## config.mk

```make
export PLATFORM = sky130hd
export DESIGN_NAME = smd_back
export DESIGN_NICKNAME = d
export VERILOG_FILES = /design/src/sv/switching_median_denoise_3x3_rgb_core_assert.svh /design/src/sv/smd_pkg.sv /design/src/sv/smd_back.sv
export SDC_FILE = /design/constraint.sdc
export NUM_CORES = 2
export LEC_CHECK = 0
export BUFFER_PORTS_ARGS = -buffer_cell sky130_fd_sc_hd__buf_2
export CORE_MARGIN = 5
export CORE_UTILIZATION = 30
export DETAILED_ROUTE_END_ITERATION = 16
export PLACE_DENSITY = 0.55
export SLEW_MARGIN = 20
export SYNTH_ARGS = -nofsm -noshare
export SYNTH_HDL_FRONTEND = slang
export SYNTH_SLANG_ARGS = --single-unit
```

## constraint.sdc

```tcl
create_clock -name clk -period 12.8 [get_ports clk]
set_input_delay 2.56 -clock clk [delete_from_list [all_inputs] [get_ports clk]]
set_output_delay 2.56 -clock clk [all_outputs]
set_load 0.05 [all_outputs]
```

## src/sv/switching_median_denoise_3x3_rgb_core_assert.svh

```systemverilog
// assertion macros for the switching median denoise core
`ifndef SWITCHING_MEDIAN_DENOISE_3X3_RGB_CORE_ASSERT_SVH
`define SWITCHING_MEDIAN_DENOISE_3X3_RGB_CORE_ASSERT_SVH
`ifndef ASSERT_OFF
`define SMD_ASSERT_NEVER(lbl, ck, rn, cond) \
	lbl: assert property (@(posedge ck) disable iff (!rn) !(cond)) \
		else $error("smd: forbidden condition");
`define SMD_ASSERT_NEXT(lbl, ck, rn, ante, cons) \
	lbl: assert property (@(posedge ck) disable iff (!rn) (ante) |=> (cons)) \
		else $error("smd: expected next-cycle condition");
`else
`define SMD_ASSERT_NEVER(lbl, ck, rn, cond)
`define SMD_ASSERT_NEXT(lbl, ck, rn, ante, cons)
`endif
`endif

```

## src/sv/smd_pkg.sv

```systemverilog
// shared types and constants for the switching median denoise core
`timescale 1ns / 1ps
package smd_pkg;
	localparam int MAX_WIDTH_DEF = 2048;
	localparam int MAX_HEIGHT    = 4095;
	localparam int FQ_DEPTH      = 4;
	localparam int PADDR_W       = 4;

	localparam logic [8:0]  TOL_RST    = 9'd100;
	localparam logic [11:0] WIDTH_RST  = 12'd640;
	localparam logic [11:0] HEIGHT_RST = 12'd480;

	typedef enum logic [1:0] {
		REG_TOLERANCE    = 2'd0,
		REG_IMAGE_WIDTH  = 2'd1,
		REG_IMAGE_HEIGHT = 2'd2,
		REG_NONE         = 2'd3
	} reg_idx_t;

	typedef logic [23:0] pix_t;

	typedef struct packed {
		logic [7:0] red_in;
		logic [7:0] green_in;
		logic [7:0] blue_in;
	} in_req_t;

	typedef struct packed {
		logic [10:0] pix_col;
		logic [11:0] pix_row;
		logic [7:0]  red_out;
		logic [7:0]  green_out;
		logic [7:0]  blue_out;
		logic        replaced;
		logic        last_of_step;
	} out_req_t;

	typedef struct packed {
		pix_t [8:0]  win;
		logic [10:0] int_col;
		logic [11:0] int_row;
		logic [10:0] brd_col;
		logic [11:0] brd_row;
		pix_t        px;
		logic        is_int;
		logic        is_brd;
	} q_entry_t;

	typedef struct packed {
		logic full;
		logic empty;
	} q_stat_t;
endpackage

```

## src/sv/smd_back.sv

```systemverilog
// back: neighbour medians, band check and result register
`timescale 1ns / 1ps
module smd_back (
	input  logic              clk,
	input  logic              arst_n,
	input  smd_pkg::q_entry_t head,
	input  smd_pkg::q_stat_t  q_stat,
	output logic              pop,
	input  logic [8:0]        tolerance,
	output logic              out_valid,
	input  logic              out_stall,
	output smd_pkg::out_req_t out_data
);
	logic adv, head_v, issue_int, phase_q;
	logic v_s1, int_s1, last_s1;
	logic [10:0] col_s1;
	logic [11:0] row_s1;
	smd_pkg::pix_t px_s1;
	smd_pkg::pix_t [7:0] nb_s1;
	logic v_s2, int_s2, last_s2;
	logic [10:0] col_s2;
	logic [11:0] row_s2;
	smd_pkg::pix_t px_s2, med_s2, med_c;
	logic out_valid_q;
	smd_pkg::out_req_t out_q;
	logic [7:0] v [8];
	logic [2:0] rank;
	logic signed [10:0] ps, ms, ts;
	logic rep;

	assign adv       = !out_valid_q || !out_stall;
	assign head_v    = !q_stat.empty;
	assign issue_int = head.is_int && !phase_q;
	assign pop       = adv && head_v && (!issue_int || !head.is_brd);

	always_comb begin
		med_c = '0;
		for (int ch = 0; ch < 3; ch++) begin
			for (int i = 0; i < 8; i++) begin
				v[i] = nb_s1[i][ch*8 +: 8];
			end
			for (int i = 0; i < 8; i++) begin
				rank = 3'd0;
				for (int j = 0; j < 8; j++) begin
					if (v[j] < v[i] || (j < i && v[j] == v[i])) begin
						rank = rank + 3'd1;
					end
				end
				if (rank == 3'd4) begin
					med_c[ch*8 +: 8] = v[i];
				end
			end
		end
	end

	always_comb begin
		rep = 1'b0;
		ts  = {{2{tolerance[8]}}, tolerance};
		ps  = '0;
		ms  = '0;
		for (int ch = 0; ch < 3; ch++) begin
			ps = {3'b000, px_s2[ch*8 +: 8]};
			ms = {3'b000, med_s2[ch*8 +: 8]};
			if ((ps + ts < ms) || (ps > ms + ts)) begin
				rep = 1'b1;
			end
		end
		rep = rep && int_s2;
	end

	always_ff @(posedge clk) begin
		if (adv) begin
			if (issue_int) begin
				col_s1  <= head.int_col;
				row_s1  <= head.int_row;
				px_s1   <= head.win[4];
				last_s1 <= !head.is_brd;
			end else begin
				col_s1  <= head.brd_col;
				row_s1  <= head.brd_row;
				px_s1   <= head.px;
				last_s1 <= 1'b1;
			end
			int_s1 <= issue_int;
			for (int i = 0; i < 8; i++) begin
				nb_s1[i] <= head.win[(i < 4) ? i : i + 1];
			end
			col_s2  <= col_s1;
			row_s2  <= row_s1;
			px_s2   <= px_s1;
			med_s2  <= med_c;
			int_s2  <= int_s1;
			last_s2 <= last_s1;
			out_q.pix_col      <= col_s2;
			out_q.pix_row      <= row_s2;
			out_q.red_out      <= rep ? med_s2[23:16] : px_s2[23:16];
			out_q.green_out    <= rep ? med_s2[15:8] : px_s2[15:8];
			out_q.blue_out     <= rep ? med_s2[7:0] : px_s2[7:0];
			out_q.replaced     <= rep;
			out_q.last_of_step <= last_s2;
		end
	end

	always_ff @(posedge clk or negedge arst_n) begin
		if (!arst_n) begin
			phase_q     <= 1'b0;
			v_s1        <= 1'b0;
			v_s2        <= 1'b0;
			out_valid_q <= 1'b0;
		end else if (adv) begin
			v_s1        <= head_v;
			v_s2        <= v_s1;
			out_valid_q <= v_s2;
			if (head_v) begin
				phase_q <= issue_int && head.is_brd;
			end
		end
	end

	assign out_valid = out_valid_q;
	assign out_data  = out_q;
endmodule
```

== After elaboration in Yosys (flattened, before gate mapping) ==
Index checks and enable logic that the tools add are counted.
W data, S select, Z words.
Storage, ports and cells
  register bits after elaboration: 367
  latch bits: 0
  memory bits (writable): 0
  bits in read-only memories: 0
  bits of input ports: 302
  word-level logic and storage cells: 837
  memories: 0
Operators by class
  add/sub/neg operators: 174
  multipliers: 0
  div/mod/pow operators: 0
  $lt $le $gt $ge: 198
  eq/ne operators: 108
  shifts and indexed selects: 0
  muxes and demuxes: 225
  bitwise operators: 1
  reduce and logical (&&, ||, !) cells: 101
Operators with widths (count)
  $lt A8 B8 Y1: 192
  $eq A8 B8 Y1: 84
  $mux W3: 168
  $add A3 B1 Y3 const B: 144
  $mux W8: 27
  $logic_or A1 B1 Y1: 89
  $eq A3 B3 Y1 const B: 24
  $add A9 B9 Y10: 6
  $add A1 B1 Y2 const B: 24
  $gt A9 B10 Y1: 3
  $lt A10 B9 Y1: 3
  $mux W1: 27
  $mux W24: 1
  $mux W12: 1
  $mux W11: 1
  $logic_not A1 Y1: 6
  $logic_and A1 B1 Y1: 5
  $reduce_and A2 Y1: 1
  $not A1 Y1: 1

== Longest topological paths before layout ==
  depth after elaboration: 25
  gate-level depth with buffers: 33
  gate-level depth less buffers: 33

== Least setup slack after synthesis ==
OpenSTA, ideal clock, no wires.
  path kind: input to register
  from: in out_stall
  to: reg v_s2
  data arrival time: 11.350 ns
  slack: 1.343 ns
  stages: 2
  buffers on the path: 0
  path through: nand2_1 -> mux2_2
On the way
  word-level cells in the longest chain between the ends: 2
RTL lines
  start, declared: RTL line smd_back.sv:11  | input logic out_stall,
  $logic_not A1 Y1: RTL line smd_back.sv:31  | assign adv = !out_valid_q || !out_stall;
  $logic_or A1 B1 Y1: RTL line smd_back.sv:31
  end signal, assigned: RTL line smd_back.sv:112  | v_s2 <= v_s1;
  end, declared: RTL line smd_back.sv:20  | logic v_s2, int_s2, last_s2;
Every way passes these cells.
A chain may end at the register's enable or synchronous reset.

== Worst setup path after layout ==
  from: reg nb_s1[33] (netlist bit)
  to: reg med_s2[11] (data pin)
On the way
  word-level cells in the longest chain between the ends: 25
  elaborated cells on any way between the ends: 151
  those cells by class: add/sub: 49; order compare: 15; eq/ne: 15; mux: 65; reduce/logical: 7
RTL lines
  start, declared: RTL line smd_back.sv:19  | smd_pkg::pix_t [7:0] nb_s1;
  start signal, assigned by index: RTL line smd_back.sv:86  | nb_s1[i] <= head.win[(i < 4) ? i : i + 1];
  $lt A8 B8 Y1 or $eq A8 B8 Y1 (tied branches): RTL line smd_back.sv:45  | if (v[j] < v[i] || (j < i && v[j] == v[i])) begin
  $logic_or A1 B1 Y1: RTL line smd_back.sv:45
  $mux W1: RTL line smd_back.sv:45
  $add A1 B1 Y2: RTL line smd_back.sv:46  | rank = rank + 3'd1;
  $mux W3: RTL line smd_back.sv:45
  $add A3 B1 Y3: RTL line smd_back.sv:46
  $mux W3: RTL line smd_back.sv:45
  $add A3 B1 Y3: RTL line smd_back.sv:46
  (+5 left out)
  $add A3 B1 Y3: RTL line smd_back.sv:46
  $mux W3: RTL line smd_back.sv:45
  $add A3 B1 Y3: RTL line smd_back.sv:46
  $mux W3: RTL line smd_back.sv:45
  $eq A3 B3 Y1: RTL line smd_back.sv:49  | if (rank == 3'd4) begin
  $mux W8 (6 in a row): RTL line smd_back.sv:49
  $mux W8 (*): RTL line smd_back.sv:49
  net med_c[11]: RTL line smd_back.sv:23  | smd_pkg::pix_t px_s2, med_s2, med_c;
  end signal, assigned: RTL line smd_back.sv:91  | med_s2 <= med_c;
  end, declared: RTL line smd_back.sv:23
Mark *: on every way through the listed nets, which the timed path passes. The rest lies on a longest branch.

==> summary.md <==
| Metric | Value |
|---|---|
| Largest net degree at the start of global routing | `153` |
| Multi-input logic area | `27400 sq um` |
| Initial antenna violation count | `7` |
| Syn Inst Count | `3975` |
| Worst EP required | `13.07 ns` |
| Routability-driven placement congestion ratio | `0.906` |
| Post-synth EDFFs | `363` |
| DP HPWL | `107 mm` |
| Die height | `375 um` |
| Initial core utilization | `30.2%` |
| First-pass GRT wire length | `202 mm` |
| CTS tree | `done` |
| Async S/R FF share, synth | `1.09%` |
| Endpoints failing setup | `0` |
| Maxcap violations | `0` |
| Reg clk slew, reported paths | `0.06 ns` |
| Area grow syn2layout | `14.0%` |
| Routed WL per cell | `22.3 um` |
| Worst Setup End Kind | `flop` |
| Via/cell ratio | `5.35` |
| Seq. cell area | `11000 sq um` |
| Max-slew headroom | `20.6%` |
| Clk buf depth | `3` |
| Post-route minimum period | `7.97 ns` |
| CP startpoint kind | `flop` |
| Total number of yosys warnings | `0` |
| # port buffers | `351` |
| Number of global-route vias before repair | `32200` |
| Crit share post-route | `62.3%` |
| Top cell type's share of synthesized area | `28.5%` |
| Post-route ant nets | `0` |
| Vias after detailed routing | `32900` |
| RSZ-0062 raised after global routing | `no` |
| # DRC | `0` |
| CP max stage cell | `a211oi_1` |
| Slew of the pin with the lowest slew margin | `1.18 ns` |
| Kind of critical path | `flop to flop` |
| Hold Vio Cnt, Final | `0` |
| Wirelength, routed | `137 mm` |
| Total CTS buffers | `47` |
| HP Class | `flop to flop` |
| CP bufs+invs | `3` |
| Status | `finished, final reports clean` |
| Top Ports | `353` |
| Post-Syn Nets | `5192` |
| Core outline area | `132000 sq um` |
| Clock skew | `0.0462 ns` |
| Share of post-route cells with drive strength above 1 | `14.3%` |
| Yosys top cell by area | `ha_1` |
| Count leader, synth | `ha_1` |
| Distinct cells, synth | `113` |
| Skew-Pair Late Insertion Delay | `0.63 ns` |
| Global Route Usage Sum | `18.8%` |
| Setup TNS | `0 ns` |
| Avg Inst Size Synth | `10.0 sq um` |
| Sequential area share after synthesis | `27.6%` |
| Cts hold-fix bufs | `0` |
| Die area | `140000 sq um` |
| Largest cells by area after synthesis | `ha_1 29%, edfxtp_1 27%, a21oi_1 3.4%` |
| PostCTS Resize Cnt | `0` |
| Post-synth top cells | `909 x ha_1, 363 x edfxtp_1, 350 x inv_1, 271 x a21oi_1, 205 x nand2_1` |
| Crit-path max cell delay | `0.71 ns` |
| Post-synthesis sequential element count | `367` |
| CP delay by family, top | `compound AO/OA/AOI/OAI gates` |
| Setup bufs post-CTS | `0` |
| Nets | `5581` |
| Final-report max-slew violation count | `0` |
| # H-tree levels | `2` |
| Clock root buffer | `clkbuf_16` |
| Initial DRC Count | `2251` |
| Synthesized area | `39900 sq um` |
| First-pass iteration count of the detailed router | `8` |
| Crit path max fanout | `8` |
| Fmax | `125 MHz` |
| Fillcell total | `13500` |
| # rows | `133` |
| Clk sinks | `367` |
| GR Overflow Total | `0` |
| Worst Path Arrival | `8.24 ns` |
| Synth Flop Type | `edfxtp_1` |
| Die W | `375 um` |
## per-stage QoR
| stage | area [sq um] | cells | setup WS [ns] | util, % | hold slack [ns] |
|---|---|---|---|---|---|
| 5_1_grt | 45400 | 6153 | 4.33 | 34.5 | 0.419 |
| 4_1_cts | 45400 | 6153 | 4.93 | 34.5 | 0.415 |
| 2_1_floorplan | 39900 | 3975 | 1.34 | - | 0.400 |
| 3_5_place_dp | 43900 | 6070 | 4.91 | 33.3 | 0.405 |
| 3_3_place_gp | 43900 | 6070 | 4.94 | 33.3 | 0.401 |
| 6_report | 45400 | 6154 | 4.83 | 34.5 | 0.416 |
## worst reg2reg max path: cells and delay by family, from the launching register on
kind | cells | cell delay (ns)
fa+ha+maj | 5 | 1.50
compound gates | 11 | 2.77
xor+xnor | 2 | 0.49
mux | 1 | 0.38
buf+inv | 3 | 0.36
simple gates | 8 | 1.42
flops | 1 | 0.70
## cell type report
type                       count  area share (%)
clock inverter                30           0.807
clock buffer                  53            2.64
antenna                        1         0.00551
multi-input combinational   3220            60.3
timing repair buffer         375            4.29
tap                         1755            4.83
sequential                   367            24.2
inverter                     353            2.92
## flip-flops by register name (all words and copies together), names as in the netlist, 11 cells and up
signal	count
px_s2	24
col_s2	11
row_s2	12
px_s1	24
out_data	49
row_s1	12
med_s2	24
nb_s1	192
col_s1	11
## final timing paths
path	start	end	slack (ns)	cells after the start
hold / removal	row_s2[3]$_DFFE_PN_	out_data[29]$_DFFE_PN_	0.42	0
setup reg to reg	nb_s1[33]$_DFFE_PN_	med_s2[11]$_DFFE_PN_	4.83	30
min in group asynchronous	arst_n	v_s1$_DFFE_PN0N_	1.74	1
hold reg to reg	row_s2[3]$_DFFE_PN_	out_data[29]$_DFFE_PN_	0.42	0
setup / recovery	nb_s1[33]$_DFFE_PN_	med_s2[11]$_DFFE_PN_	4.83	30
max in group asynchronous	arst_n	phase_q$_DFFE_PN0P_	10.94	1
## routing by layer
| metal | up-vias | share of wire, % | GRT usage [%] |
|---|---|---|---|
| met5 | - | 0.023 | 0 |
| met4 | 6 | 3.1 | 5.72 |
| met3 | 243 | 5.9 | 2.71 |
| met2 | 1025 | 45 | 30.5 |
| met1 | 15600 | 46 | 26.0 |
| li1 | 16000 | - | - |
## cells by family (layout without fill, tap and decap cells)
logic type,count (synthesis),in the layout,share of synthesized area (%)
other,0,1,0
adder cells (fa/ha/maj),915,915,28.8
XOR/XNOR,198,198,5.78
buffers and inverters,388,811,3.72
flip-flops,367,367,27.6
AO/OA/AOI/OAI,1038,1038,18.1
AND/OR/NAND/NOR,933,933,12.2
multiplexers,136,136,3.75
## cell usage in the layout (no fill, tap or decap), drive strengths merged, types with 46 or more instances in the layout
cell type / instances
ha: 909
a21oi: 273
clkbuf: 53
edfxtp: 363
xnor2: 105
nand3: 125
nand2: 208
nor3: 46
inv: 359
nand4: 90
mux2: 102
nor2b: 86
a21o: 115
o21ai: 163
o21a: 63
xor2: 55
nor2: 158
buf: 375
o211ai: 51
a211oi: 61
Power is left out: the tool's default activity adds up to more than one toggle a clock period on the data nets, which glitch-free logic cannot reach.
